File: config.mk
export PLATFORM = sky130hd
export DESIGN_NAME = keypad_scan_release_detect
export DESIGN_NICKNAME = d
export VERILOG_FILES = /design/src/design/ksrd_pkg.sv /design/src/design/keypad_scan_release_detect.sv /design/src/design/ksrd_step.sv
export SDC_FILE = /design/constraint.sdc
export NUM_CORES = 1
export LEC_CHECK = 0
export BUFFER_PORTS_ARGS = -buffer_cell sky130_fd_sc_hd__buf_2
export CORE_AREA = 2 2 77 79
export DETAILED_ROUTE_END_ITERATION = 6
export DIE_AREA = 0 0 79 81
export HOLD_SLACK_MARGIN = 0.06
export PLACE_DENSITY = 0.68
export SLEW_MARGIN = 20
export SYNTH_ARGS = -nofsm -noshare
export SYNTH_HDL_FRONTEND = slang
export SYNTH_SLANG_ARGS = --single-unit
File: constraint.sdc
create_clock -name clk -period 4.22 [get_ports clk]
set_clock_uncertainty 0.15 [all_clocks]
set_input_delay 0.633 -clock clk [delete_from_list [all_inputs] [get_ports clk]]
set_output_delay 0.633 -clock clk [all_outputs]
set_load 0.01 [all_outputs]
File: src/design/ksrd_pkg.sv
`default_nettype none

package ksrd_pkg;

    localparam int KEY_COUNT   = 16;
    localparam int POS_W       = 4;
    localparam int ROW_W       = 4;
    localparam int COL_W       = 4;
    localparam int SETTLE_W    = 8;
    localparam int CODE_W      = 7;

    localparam logic [SETTLE_W-1:0] SETTLE_RESET = 8'd20;
    localparam logic [POS_W-1:0]    LAST_KEY     = 4'd15;
    localparam logic [CODE_W-1:0]   CODE_NONE    = 7'd0;

    // result of one scan tick
    typedef struct packed {
        logic [COL_W-1:0]  column_drive;
        logic              key_valid;
        logic [CODE_W-1:0] key_code;
    } step_result_t;

    // ascii code of each key, row-major
    function automatic logic [CODE_W-1:0] key_ascii(input logic [POS_W-1:0] pos);
        logic [CODE_W-1:0] code;
        unique case (pos)
            4'd0:    code = 7'h20;
            4'd1:    code = 7'h30;
            4'd2:    code = 7'h3D;
            4'd3:    code = 7'h2F;
            4'd4:    code = 7'h37;
            4'd5:    code = 7'h38;
            4'd6:    code = 7'h39;
            4'd7:    code = 7'h2A;
            4'd8:    code = 7'h34;
            4'd9:    code = 7'h35;
            4'd10:   code = 7'h36;
            4'd11:   code = 7'h2D;
            4'd12:   code = 7'h31;
            4'd13:   code = 7'h32;
            4'd14:   code = 7'h33;
            default: code = 7'h2B;
        endcase
        return code;
    endfunction

endpackage

`default_nettype wire

File: src/design/keypad_scan_release_detect.sv
`default_nettype none

// 4x4 active-low keypad scanner with release detection. Each input beat is one
// scan tick carrying the row pin levels; it yields exactly one output beat with
// the column drive for the key under scan, and on a key release the key's ascii
// code with key_valid set. One beat is taken every clock cycle while out_ready
// keeps up: the scan state is updated in the cycle the beat is accepted, and the
// result is registered in a single output register, refilled in the same cycle it is
// taken. settle_ticks is written on the config channel, which is always ready,
// and resets to 20; it may only be changed while no beat is in flight.
module keypad_scan_release_detect
    import ksrd_pkg::*;
(
    input  wire logic                clk,
    input  wire logic                rst_n,
    input  wire logic                cfg_valid,
    output logic                     cfg_ready,
    input  wire logic [SETTLE_W-1:0] cfg_data,
    input  wire logic                in_valid,
    output logic                     in_ready,
    input  wire logic [ROW_W-1:0]    row_pins,
    output logic                     out_valid,
    input  wire logic                out_ready,
    output logic [COL_W-1:0]         column_drive,
    output logic                     key_valid,
    output logic [CODE_W-1:0]        key_code
);

    logic [SETTLE_W-1:0]  settle_ticks_reg;
    logic [POS_W-1:0]     scan_pos_reg;
    logic [POS_W-1:0]     scan_pos_next;
    logic [SETTLE_W-1:0]  settle_cnt_reg;
    logic [SETTLE_W-1:0]  settle_cnt_next;
    logic [KEY_COUNT-1:0] released_reg;
    logic [KEY_COUNT-1:0] released_next;
    step_result_t         step_res;
    step_result_t         result_reg;
    logic                 out_valid_reg;
    logic                 in_fire;

    assign cfg_ready = 1'b1;
    assign in_ready  = !out_valid_reg || out_ready;
    assign in_fire   = in_valid && in_ready;

    // config register
    always_ff @(posedge clk or negedge rst_n)
    begin
        if (!rst_n)
            settle_ticks_reg <= SETTLE_RESET;
        else if (cfg_valid && cfg_ready)
            settle_ticks_reg <= cfg_data;
    end

    // per-tick step logic
    ksrd_step u_step (
        .scan_pos        (scan_pos_reg),
        .settle_cnt      (settle_cnt_reg),
        .released        (released_reg),
        .settle_ticks    (settle_ticks_reg),
        .row_pins        (row_pins),
        .scan_pos_next   (scan_pos_next),
        .settle_cnt_next (settle_cnt_next),
        .released_next   (released_next),
        .result          (step_res)
    );

    // scan state, updated on each accepted beat
    always_ff @(posedge clk or negedge rst_n)
    begin
        if (!rst_n)
        begin
            scan_pos_reg   <= '0;
            settle_cnt_reg <= '0;
            released_reg   <= '1;
        end
        else if (in_fire)
        begin
            scan_pos_reg   <= scan_pos_next;
            settle_cnt_reg <= settle_cnt_next;
            released_reg   <= released_next;
        end
    end

    // output register
    always_ff @(posedge clk or negedge rst_n)
    begin
        if (!rst_n)
            out_valid_reg <= 1'b0;
        else if (in_fire)
            out_valid_reg <= 1'b1;
        else if (out_ready)
            out_valid_reg <= 1'b0;
    end

    always_ff @(posedge clk)
    begin
        if (in_fire)
            result_reg <= step_res;
    end

    assign out_valid    = out_valid_reg;
    assign column_drive = result_reg.column_drive;
    assign key_valid    = result_reg.key_valid;
    assign key_code     = result_reg.key_code;

    // a release always restarts the scan at key 0
    a_restart_on_release: assert property (@(posedge clk) disable iff (!rst_n)
        (in_fire && step_res.key_valid) |=> (scan_pos_reg == '0))
        else $error("scan did not restart after a release");

    // exactly one column driven low
    a_one_column_low: assert property (@(posedge clk) disable iff (!rst_n)
        out_valid_reg |-> ($countones(column_drive) == 3))
        else $error("column drive does not have exactly one low bit");

    // code is zero unless a release is flagged, non-zero when it is
    a_code_matches_valid: assert property (@(posedge clk) disable iff (!rst_n)
        out_valid_reg |-> (key_valid ? (key_code != CODE_NONE) : (key_code == CODE_NONE)))
        else $error("key code inconsistent with key_valid");

    // an empty output register never stalls the input
    a_ready_when_empty: assert property (@(posedge clk) disable iff (!rst_n)
        !out_valid_reg |-> in_ready)
        else $error("input stalled with empty output register");

endmodule

`default_nettype wire

File: src/design/ksrd_step.sv
`default_nettype none

module ksrd_step
    import ksrd_pkg::*;
(
    input  wire logic [POS_W-1:0]     scan_pos,
    input  wire logic [SETTLE_W-1:0]  settle_cnt,
    input  wire logic [KEY_COUNT-1:0] released,
    input  wire logic [SETTLE_W-1:0]  settle_ticks,
    input  wire logic [ROW_W-1:0]     row_pins,
    output logic [POS_W-1:0]          scan_pos_next,
    output logic [SETTLE_W-1:0]       settle_cnt_next,
    output logic [KEY_COUNT-1:0]      released_next,
    output step_result_t              result
);

    logic [1:0] row;
    logic [1:0] col;
    logic       level;
    logic       was_released;
    logic       restart;

    assign row          = scan_pos[3:2];
    assign col          = scan_pos[1:0];
    assign level        = row_pins[row];
    assign was_released = released[scan_pos];

    // column drive with the scanned column pulled low, then settle count,
    // sample and update of the released map
    always_comb
    begin
        result.column_drive = '1;
        result.column_drive[2'd3 - col] = 1'b0;
        scan_pos_next    = scan_pos;
        settle_cnt_next  = settle_cnt;
        released_next    = released;
        result.key_valid = 1'b0;
        result.key_code  = CODE_NONE;
        restart          = 1'b0;
        if (settle_cnt < settle_ticks)
        begin
            settle_cnt_next = settle_cnt + 1'b1;
        end
        else
        begin
            settle_cnt_next = '0;
            if (!level && was_released)
            begin
                released_next[scan_pos] = 1'b0;
            end
            else if (level && !was_released)
            begin
                released_next[scan_pos] = 1'b1;
                result.key_valid        = 1'b1;
                result.key_code         = key_ascii(scan_pos);
                restart                 = 1'b1;
            end
            if (restart || scan_pos == LAST_KEY)
                scan_pos_next = '0;
            else
                scan_pos_next = scan_pos + 1'b1;
        end
    end

endmodule

`default_nettype wire
==> results.sh, run 1 <==
export IMPL_cts_buffers=5
export IMPL_row_count=28
export IMPL_critPathMaxFanout=14
export IMPL_synth_fp_nets=287
export IMPL_status="completed"
export IMPL_core_um2=5680
export IMPL_gp_congestion=0.818
export IMPL_cp_required_ns=4.31
export IMPL_ys_ff_latch=48
export IMPL_crit_type="flop to flop"
export IMPL_cts_resized=0
export IMPL_ios=32
export IMPL_cts_num_sinks=48
export IMPL_first_pass_iters=4
export IMPL_clk_pin_slew_ns=0.09
export IMPL_dp_cells=345
export IMPL_htreeDepth=2
export IMPL_critPathArrivalTime_ns=3.20
export IMPL_synthTopCellsByArea="dfrtp_1, dfstp_2, edfxtp_1"
export IMPL_synth_edff_count=11
export IMPL_leakage_nw=1.50
export IMPL_tightest_slew_ns=0.802
export IMPL_grt_max_degree=38
export IMPL_postSynthCellCount=253
export IMPL_die_w_um=79
export IMPL_max_freq_mhz=322
export IMPL_setup_viol=0
export IMPL_drc=0
export IMPL_fin_util=0.524
export IMPL_yosysUniqueCellTypes=43
export IMPL_dpl_hpwl_mm=3.44
export IMPL_crit_chain="mux4_2 -> mux4_2 -> inv_1 -> ha_1 -> nor2_1 -> buf_4 -> nand4_1 -> mux2i_1"
export IMPL_power_mw=1.52
export IMPL_period_needed_ns=3.11
export IMPL_port_buffers=29
export IMPL_syn_area_um2=2680
export IMPL_wl_mm=4.83
export IMPL_ys_seq_area_frac=0.478
export IMPL_viasPerCell=5.22
export IMPL_yosysTopAreaCellShare=0.178
export IMPL_worstSkewPairLatency_ns=0.31
export IMPL_hold_viol=0
export IMPL_grt_pass1_vias=1660
export IMPL_drv_slew=0
export IMPL_slowest_delay_ns=0.67
export IMPL_tns_ns=0
export IMPL_critPathMostFrequentCell="mux4_2"
export IMPL_grt_usage=0.166
export IMPL_layout_drive_gt1_share=0.255
export IMPL_yosysMostFrequentCell="inv_1"
export IMPL_die_h_um=81
export IMPL_ctsHoldBuffers=0
export IMPL_fin_hold_ws_ns=0.254
export IMPL_synth_warnings=0
export IMPL_maxSlewHeadroom=0.465
export IMPL_p_per_area_nw_per_um2=512
export IMPL_ys_flop_type="dfrtp_1"
export IMPL_syn_area_per_cell_um2=10.6
export IMPL_antenna_left=0
export IMPL_synthArstFlopShare=0.771
export IMPL_grt_first_pass_wirelength_mm=8.21
export IMPL_final_cells=353
export IMPL_post_place_ws_ns=1.11
export IMPL_finalCritPeriodShare=0.737
export IMPL_die_area_um2=6400
export IMPL_rsz0062_at_grt="no"
export IMPL_wl_per_cell_um=13.7
export IMPL_syn_to_final_growth_pct=11.1
export IMPL_cp_slowest_cell="dfrtp_1"
export IMPL_synth_top_cell_by_area="dfrtp_1"
export IMPL_cts_root_buf="clkbuf_8"
export IMPL_critPathLaunchType="flop"
export IMPL_fillCellCount=517
export IMPL_grt_antenna_before_repair=0
export IMPL_post_route_cell_area_um2=2970
export IMPL_end_kind="flop"
export IMPL_synth_common_cells="inv_1, dfrtp_1, dfstp_2, nand4_1, nor2_1"
export IMPL_post_cts_buffers=0
export IMPL_maxCapViolCount=0
export IMPL_overflow=0
export IMPL_insertedDiodeCount=0
export IMPL_hp_class="input pin to async pin"
export IMPL_ir_drop_uv=196
export IMPL_tritoncts="yes"
export IMPL_nNetsFinal=311
export IMPL_setup_ws_ns=1.11
export IMPL_via_count=1842
export IMPL_drt_iter0_drc=165
export IMPL_clk_path_buf_depth=2
export IMPL_initial_utilization=0.472
export IMPL_dpl_cell_area_um2=2860
-- worst max-delay path: cells and delay by family, from the launching register on --
| kind | cells | cell delay (ns) |
|---|---|---|
| mux | 3 | 1.24 |
| simple gates | 2 | 0.41 |
| fa+ha+maj | 1 | 0.22 |
| buf+inv | 2 | 0.33 |
| flops | 1 | 0.67 |
-- cells in the final DEF (no fill, tap or decap), types with 2 or more instances in the layout --
master	synthesis	routed
or4_1	2	2
a211o_1	2	2
inv_1	36	36
xor2_1	2	2
mux4_2	6	6
and2_1	2	2
nand2_1	17	17
buf_4	3	2
o21ai_0	13	13
o21ai_1	3	3
a21oi_1	8	8
edfxtp_1	11	11
o31ai_1	2	2
dfrtp_1	19	19
nor2_1	18	18
conb_1	2	2
nand2b_1	4	4
mux2i_1	16	16
ha_1	17	17
clkbuf_8	0	5
dfstp_2	18	18
nor2b_1	2	2
buf_2	3	29
nand4_1	18	18
xnor2_1	2	2
nand3_1	2	2
-- area by class of cell --
| class | count | area [um^2] | share of cell area |
|---|---|---|---|
| Multi-Input combinational cell | 155 | 1190 | 0.402 |
| Clock inverter | 3 | 42.5 | 0.0143 |
| Sequential cell | 48 | 1280 | 0.430 |
| Clock buffer | 5 | 68.8 | 0.0231 |
| Tap cell | 75 | 93.8 | 0.0316 |
| Inverter | 36 | 135 | 0.0454 |
| Timing Repair Buffer | 31 | 160 | 0.0538 |
-- report_power, final --
part	internal (mW)	leakage, nW	total [mW]	switching, mW
logic	0.218	0.912	0.513	0.295
clock network	0.175	0.0541	0.331	0.156
registers	0.562	0.533	0.678	0.115
total	0.955	1.50	1.52	0.567
-- cell families after synthesis --
group                    after synthesis  synth area share
adder cells (fa/ha/maj)               17            0.0795
AO/OA/AOI/OAI                         39            0.0972
other                                  2           0.00281
multiplexers                          23             0.115
flip-flops                            48             0.478
XOR/XNOR                               4            0.0131
buffers and inverters                 50            0.0757
AND/OR/NAND/NOR                       70             0.139
-- final timing paths --
check | from | cells after the start | to | slack [ns]
max | scan_pos_reg[0] | 8 | flop | 1.11
min | rst_n | 1 | settle_ticks_reg[0] | 0.25
max reg2reg | scan_pos_reg[0] | 8 | flop | 1.11
min reg2reg | flop | 2 | flop | 0.32
max in group asynchronous | rst_n | 1 | scan_pos_reg[1] | 3.17
min in group clk | flop | 2 | flop | 0.32
-- layer usage --
metal,vias to the layer above,global-route usage,part of all wire
met5,-,0,0
met4,0,0.0724,0.019
met3,7,0.0333,0.043
met2,47,0.237,0.44
met1,872,0.246,0.50
li1,916,-,-
Power figures use the tool's default switching activity.
==> run 2, diff against run 1 <==
PLACE_DENSITY = 0.71   (was 0.68)
clock period = 2.6 ns   (was 4.22 ns; I/O delays follow)
==> results.sh, run 2 (synthesis gave the netlist of run 1 again) <==
export IMPL_maxSlewHeadroom=0.466
export IMPL_end_kind="flop"
export IMPL_dpl_hpwl_mm=3.76
export IMPL_tritoncts="yes"
export IMPL_leakage_nw=1.56
export IMPL_dpl_cell_area_um2=2960
export IMPL_grt_antenna_before_repair=0
export IMPL_core_um2=5680
export IMPL_first_pass_iters=4
export IMPL_tightest_slew_ns=0.801
export IMPL_final_common_cell="inv_1"
export IMPL_period_needed_ns=2.53
export IMPL_port_buffers=29
export IMPL_finalCritPeriodShare=0.975
export IMPL_final_cells=361
export IMPL_slowest_delay_ns=0.52
export IMPL_rsz0062_at_grt="yes"
export IMPL_row_count=28
export IMPL_crit_family="multiplexers"
export IMPL_insertedDiodeCount=0
export IMPL_worstSkewPairLatency_ns=0.30
export IMPL_p_per_area_nw_per_um2=844
export IMPL_crit_type="flop to flop"
export IMPL_via_count=1853
export IMPL_maxCapViolCount=0
export IMPL_cp_slowest_cell="mux4_2"
export IMPL_grt_first_pass_wirelength_mm=8.66
export IMPL_nNetsFinal=319
export IMPL_layout_common_cells="inv_1, buf_2, nand4_1, dfstp_2, dfrtp_1"
export IMPL_cp_required_ns=2.68
export IMPL_antenna_left=0
export IMPL_drt_iter0_drc=141
export IMPL_hp_class="input pin to flop"
export IMPL_setup_viol=0
export IMPL_critPathArrivalTime_ns=2.61
export IMPL_post_route_cell_area_um2=3090
export IMPL_crit_chain="mux4_2 -> mux4_2 -> inv_2 -> ha_4 -> nor2_4 -> buf_6 -> nand4_1 -> mux2i_1"
export IMPL_wl_per_cell_um=14.1
export IMPL_viasPerCell=5.13
export IMPL_critPathMaxFanout=9
export IMPL_initial_utilization=0.472
export IMPL_htreeDepth=2
export IMPL_crit_path_start="scan_pos_reg[0]"
export IMPL_r2r_start="scan_pos_reg[0]"
export IMPL_die_w_um=79
export IMPL_grt_usage=0.174
export IMPL_drv_slew=0
export IMPL_die_h_um=81
export IMPL_timing_critical_path_buf_inv=2
export IMPL_clk_path_buf_depth=2
export IMPL_grt_max_degree=38
export IMPL_max_freq_mhz=395
export IMPL_tns_ns=0
export IMPL_gp_congestion=0.808
export IMPL_clk_pin_slew_ns=0.09
export IMPL_die_area_um2=6400
export IMPL_syn_to_final_growth_pct=15.3
export IMPL_dp_cells=352
export IMPL_cts_root_buf="clkbuf_8"
export IMPL_critPathLaunchType="flop"
export IMPL_cts_buffers=5
export IMPL_layout_drive_gt1_share=0.287
export IMPL_wl_mm=5.10
export IMPL_hold_viol=0
export IMPL_overflow=0
export IMPL_hold_start="cfg_data[2]"
export IMPL_ios=32
export IMPL_ir_drop_uv=297
export IMPL_critPathMostFrequentCell="mux4_2"
export IMPL_cts_num_sinks=48
export IMPL_fin_hold_ws_ns=0.145
export IMPL_status="completed"
export IMPL_grt_pass1_vias=1742
export IMPL_drc=0
==> run 2: changes by cell type in the layout (fill, tap and decap cells not counted) <==
cell           delta
buf_12            +1
buf_4             +4
buf_6             +2
dfrtp_1           -1
dfrtp_2           +1
dlygate4sd3_1     +1
ha_1              -1
ha_4              +1
inv_1             -1
inv_2             +1
nand3b_2          -1
nand3b_4          +1
nor2_1            -1
nor2_4            +1
==> run 2: cell type report <==
cell class                      instances  area (um^2)
Fill cell                             507         2590
Clock inverter                          3         42.5
Tap cell                               75         93.8
Inverter                               36          135
Multi-Input combinational cell        155         1220
Sequential cell                        48         1280
Timing Repair Buffer                   39          243
Clock buffer                            5         68.8
==> run 2: tightest hold or removal path, stage by stage <==
cell and delay (ns):
buf_2 0.07, nand2_1 0.04, o21ai_0 0.06
==> run 2: power breakdown <==
part           total, mW  switching, mW  internal, mW
registers           1.03          0.116         0.916
clock network      0.536          0.251         0.285
logic               1.04          0.597         0.440
total               2.60          0.965          1.64
==> run 2: what timing repair did <==
item | CTS | global route
endpoints found under the setup margin | 1 | 16
pin swaps | 0 | 0
endpoints found under the hold margin | 2 | 0
gates resized for setup | 1 | 2
setup buffers | 0 | 0
cloned | 0 | 0
hold buffers | 1 | 0
==> run 2: path summary, 6_finish.rpt <==
path	to	slack, ns	depth (start not counted)
min reg2reg	flop	0.32	2
min in group asynchronous	scan_pos_reg[2]	0.55	2
max	flop	0.07	8
max in group asynchronous	scan_pos_reg[0]	1.19	2
min	settle_ticks_reg[2]	0.15	3
max reg2reg	flop	0.07	8
==> run 2: metal layers <==
metal  part of all wire  track usage  up-vias  wire [um]
met2               0.46        0.275       36       2360
met4             0.0045       0.0655        0         23
met1               0.50        0.246      883       2530
met3              0.039       0.0244        2        197
li1                   -            -      932          -
met5                  0            0        -          0
==> run 2: metrics by stage <==
step / setup slack [ns] / util / power, mW
2_1_floorplan: 0.000199 / - / 1.78
3_3_place_gp: 0.0551 / 0.521 / 2.04
3_5_place_dp: 0.0238 / 0.521 / 2.07
4_1_cts: 0.0688 / 0.543 / 2.62
5_1_grt: -0.0742 / 0.544 / 2.78
6_report: 0.0659 / 0.544 / 2.60
==> run 3, diff against run 2 <==
CORE_AREA = 2 2 82 84   (was 2 2 77 79)
DIE_AREA = 0 0 84 86   (was 0 0 79 81)
SETUP_SLACK_MARGIN = 0.1   (was default)
SYNTH_HIERARCHICAL = 1   (was default)
==> results.sh, run 3 <==
export IMPL_status="completed"
export IMPL_insertedDiodeCount=0
export IMPL_yosysUniqueCellTypes=51
export IMPL_gp_congestion=0.884
export IMPL_critPathLaunchType="flop"
export IMPL_synth_top_cell_by_area="dfrtp_1"
export IMPL_grt_antenna_before_repair=0
export IMPL_yosysMostFrequentCell="mux2_2"
export IMPL_dpl_cell_area_um2=3330
export IMPL_core_um2=6280
export IMPL_crit_chain="inv_2 -> ha_4 -> a211o_1 -> a31oi_4 -> o311a_4 -> nor3_4 -> buf_4 -> a31oi_1 -> mux2_2"
export IMPL_cp_required_ns=2.69
export IMPL_seqCellArea_um2=1310
export IMPL_ios=32
export IMPL_ys_flop_type="dfrtp_1"
export IMPL_end_kind="flop"
export IMPL_drc=0
export IMPL_fin_hold_ws_ns=0.142
export IMPL_grt_pass1_vias=2269
export IMPL_postSynthCellCount=288
export IMPL_cp_endpoint="released_reg[2]"
export IMPL_synth_xor_xnor_area_share=0.0171
export IMPL_finalCritPeriodShare=0.979
export IMPL_synth_simple_area_share=0.124
export IMPL_tightest_slew_ns=0.816
export IMPL_drt_iter0_drc=109
export IMPL_clk_pin_slew_ns=0.10
export IMPL_htreeDepth=2
export IMPL_cts_buffers=5
export IMPL_reg2reg_to="released_reg[2]"
export IMPL_ys_ff_latch=49
export IMPL_yosys_mux_area_fraction=0.182
export IMPL_post_place_ws_ns=0.0208
export IMPL_ff2ff_setup_slack_ns=0.05
export IMPL_max_freq_mhz=393
export IMPL_die_area_um2=7220
export IMPL_grt_max_degree=38
export IMPL_crit_path_start="settle_ticks_reg[2]"
export IMPL_largest_reg_flops=16
export IMPL_setup_viol=0
export IMPL_port_buffers=30
export IMPL_tritoncts="yes"
export IMPL_critPathMaxFanout=6
export IMPL_worst_r2r_path_depth=9
export IMPL_p_per_area_nw_per_um2=781
export IMPL_synth_top_family_by_area="multiplexers"
export IMPL_grt_usage=0.183
export IMPL_crit_type="flop to flop"
export IMPL_hp_class="input pin to flop"
export IMPL_first_pass_iters=5
export IMPL_yosysTopAreaCellShare=0.155
export IMPL_slowest_delay_ns=0.54
export IMPL_row_count=29
export IMPL_synthArstFlopShare=0.755
export IMPL_cp_slowest_cell="dfstp_2"
export IMPL_ir_drop_uv=436
export IMPL_synth_fp_nets=318
export IMPL_layout_common_cells="buf_2, nor2_1, a31oi_1"
export IMPL_post_route_cell_area_um2=3620
export IMPL_synth_compound_gate_area_share=0.132
export IMPL_hold_start="in_valid"
export IMPL_wl_per_cell_um=16.0
export IMPL_tns_ns=0
export IMPL_leakage_nw=1.59
export IMPL_overflow=0
export IMPL_ys_seq_area_frac=0.426
export IMPL_period_needed_ns=2.55
export IMPL_cts_num_sinks=49
export IMPL_die_w_um=84
export IMPL_hold_viol=0
export IMPL_maxSlewHeadroom=0.456
export IMPL_cts_root_buf="clkbuf_8"
export IMPL_syn_to_final_growth_pct=17.7
export IMPL_nNetsFinal=354
export IMPL_synthTopCellsByArea="dfrtp_1, dfstp_2, edfxtp_1"
export IMPL_viasPerCell=5.93
export IMPL_final_common_cell="buf_2"
export IMPL_syn_area_per_cell_um2=10.7
export IMPL_fillCellCount=543
export IMPL_synth_common_cells="mux2_2, nor2_1, a31oi_1, dfrtp_1, dfstp_2"
export IMPL_synth_warnings=6
export IMPL_via_count=2384
export IMPL_dpl_hpwl_mm=4.38
export IMPL_rsz0062_at_grt="yes"
export IMPL_die_h_um=86
export IMPL_maxCapViolCount=0
export IMPL_setup_ws_ns=0.0540
export IMPL_synth_edff_count=12
export IMPL_syn_area_um2=3080
export IMPL_r2r_start="settle_ticks_reg[2]"
export IMPL_initial_utilization=0.490
export IMPL_multi_input_area_um2=1690
export IMPL_critPathArrivalTime_ns=2.63
export IMPL_wl_mm=6.45
export IMPL_grt_first_pass_wirelength_mm=10.8
export IMPL_synth_fa_ha_area_frac=0.0529
export IMPL_layout_drive_gt1_share=0.431
export IMPL_antenna_left=0
export IMPL_clk_path_buf_depth=2
export IMPL_drv_slew=0
export IMPL_worstSkewPairLatency_ns=0.30
## run 3: cell count changes after synthesis, moves of 8 or more
cell / before / now
o21ai_0: 13 / 5
nand4_1: 18 / 2
nor2_1: 18 / 27
mux2_4: 0 / 9
a31oi_1: 1 / 25
mux2_2: 1 / 29
mux2i_1: 16 / 3
inv_1: 36 / 15
## run 3: critical path: cells and delay by family (launching register included)
kind | cells | cell delay, ns
adder cells (fa/ha/maj) | 1 | 0.27
AND/OR/NAND/NOR | 1 | 0.26
buffers and inverters | 2 | 0.22
AO/OA/AOI/OAI | 4 | 0.73
multiplexers | 1 | 0.29
flip-flops | 1 | 0.54
## run 3: layer usage
layer	GRT usage	wire length (um)	up-vias
met2	0.327	3250	96
met5	0	0	-
met4	0.0469	72	0
met1	0.232	2780	1168
li1	-	-	1109
met3	0.0289	348	11
## run 3: where the power goes
group | total (mW) | internal, mW | leakage, nW | switching (mW)
Clock | 0.472 | 0.195 | 0.0447 | 0.278
Sequential | 1.06 | 0.927 | 0.529 | 0.136
Combinational | 1.29 | 0.604 | 1.02 | 0.687
## run 3: final cells by class
| type | count | area share |
|---|---|---|
| inverters | 16 | 0.0173 |
| repair buffers | 54 | 0.0996 |
| clock buffers | 5 | 0.0190 |
| clock inverters | 3 | 0.00692 |
| flip-flops and latches | 49 | 0.362 |
| multi-input cells | 198 | 0.468 |
| well taps | 77 | 0.0266 |
## run 3: kinds of logic (layout without fill, tap and decap cells)
| kind of cell | after synthesis | in the layout |
|---|---|---|
| xor gates and xnor gates | 6 | 6 |
| buffers and inverters | 41 | 78 |
| DFF | 49 | 49 |
| and+or+nand+nor | 76 | 76 |
| adders and majority gates | 13 | 13 |
| muxes | 44 | 44 |
| AOI/OAI and AO/OA | 57 | 57 |
| other | 2 | 2 |
## run 3: per-stage QoR
step	power, mW	std cells	utilization
finish	2.83	402	0.576
global route	3.01	402	0.576
CTS	2.76	399	0.562
detailed placement	2.19	388	0.531
global placement	2.15	388	0.531
floorplan	1.88	288	-
## run 3: how the worst min path moves through the flow
stage | end | slack (ns) | depth (start not counted)
floorplan | out_valid | -0.06 | 0
global placement | settle_ticks_reg[3] | 0.34 | 1
detailed placement | settle_ticks_reg[7] | 0.35 | 1
CTS | out_valid | 0.13 | 2
global route | out_valid | 0.14 | 2
finish | out_valid | 0.14 | 2
## run 3: what timing repair did
item / CTS / global route
resized for setup: 14 / 18
endpoints found under the hold margin: 19 / 0
hold buffers: 1 / 0
pin swaps: 4 / 7
buffers inserted: 1 / 3
cloned: 1 / 0
setup endpoints to repair: 19 / 20
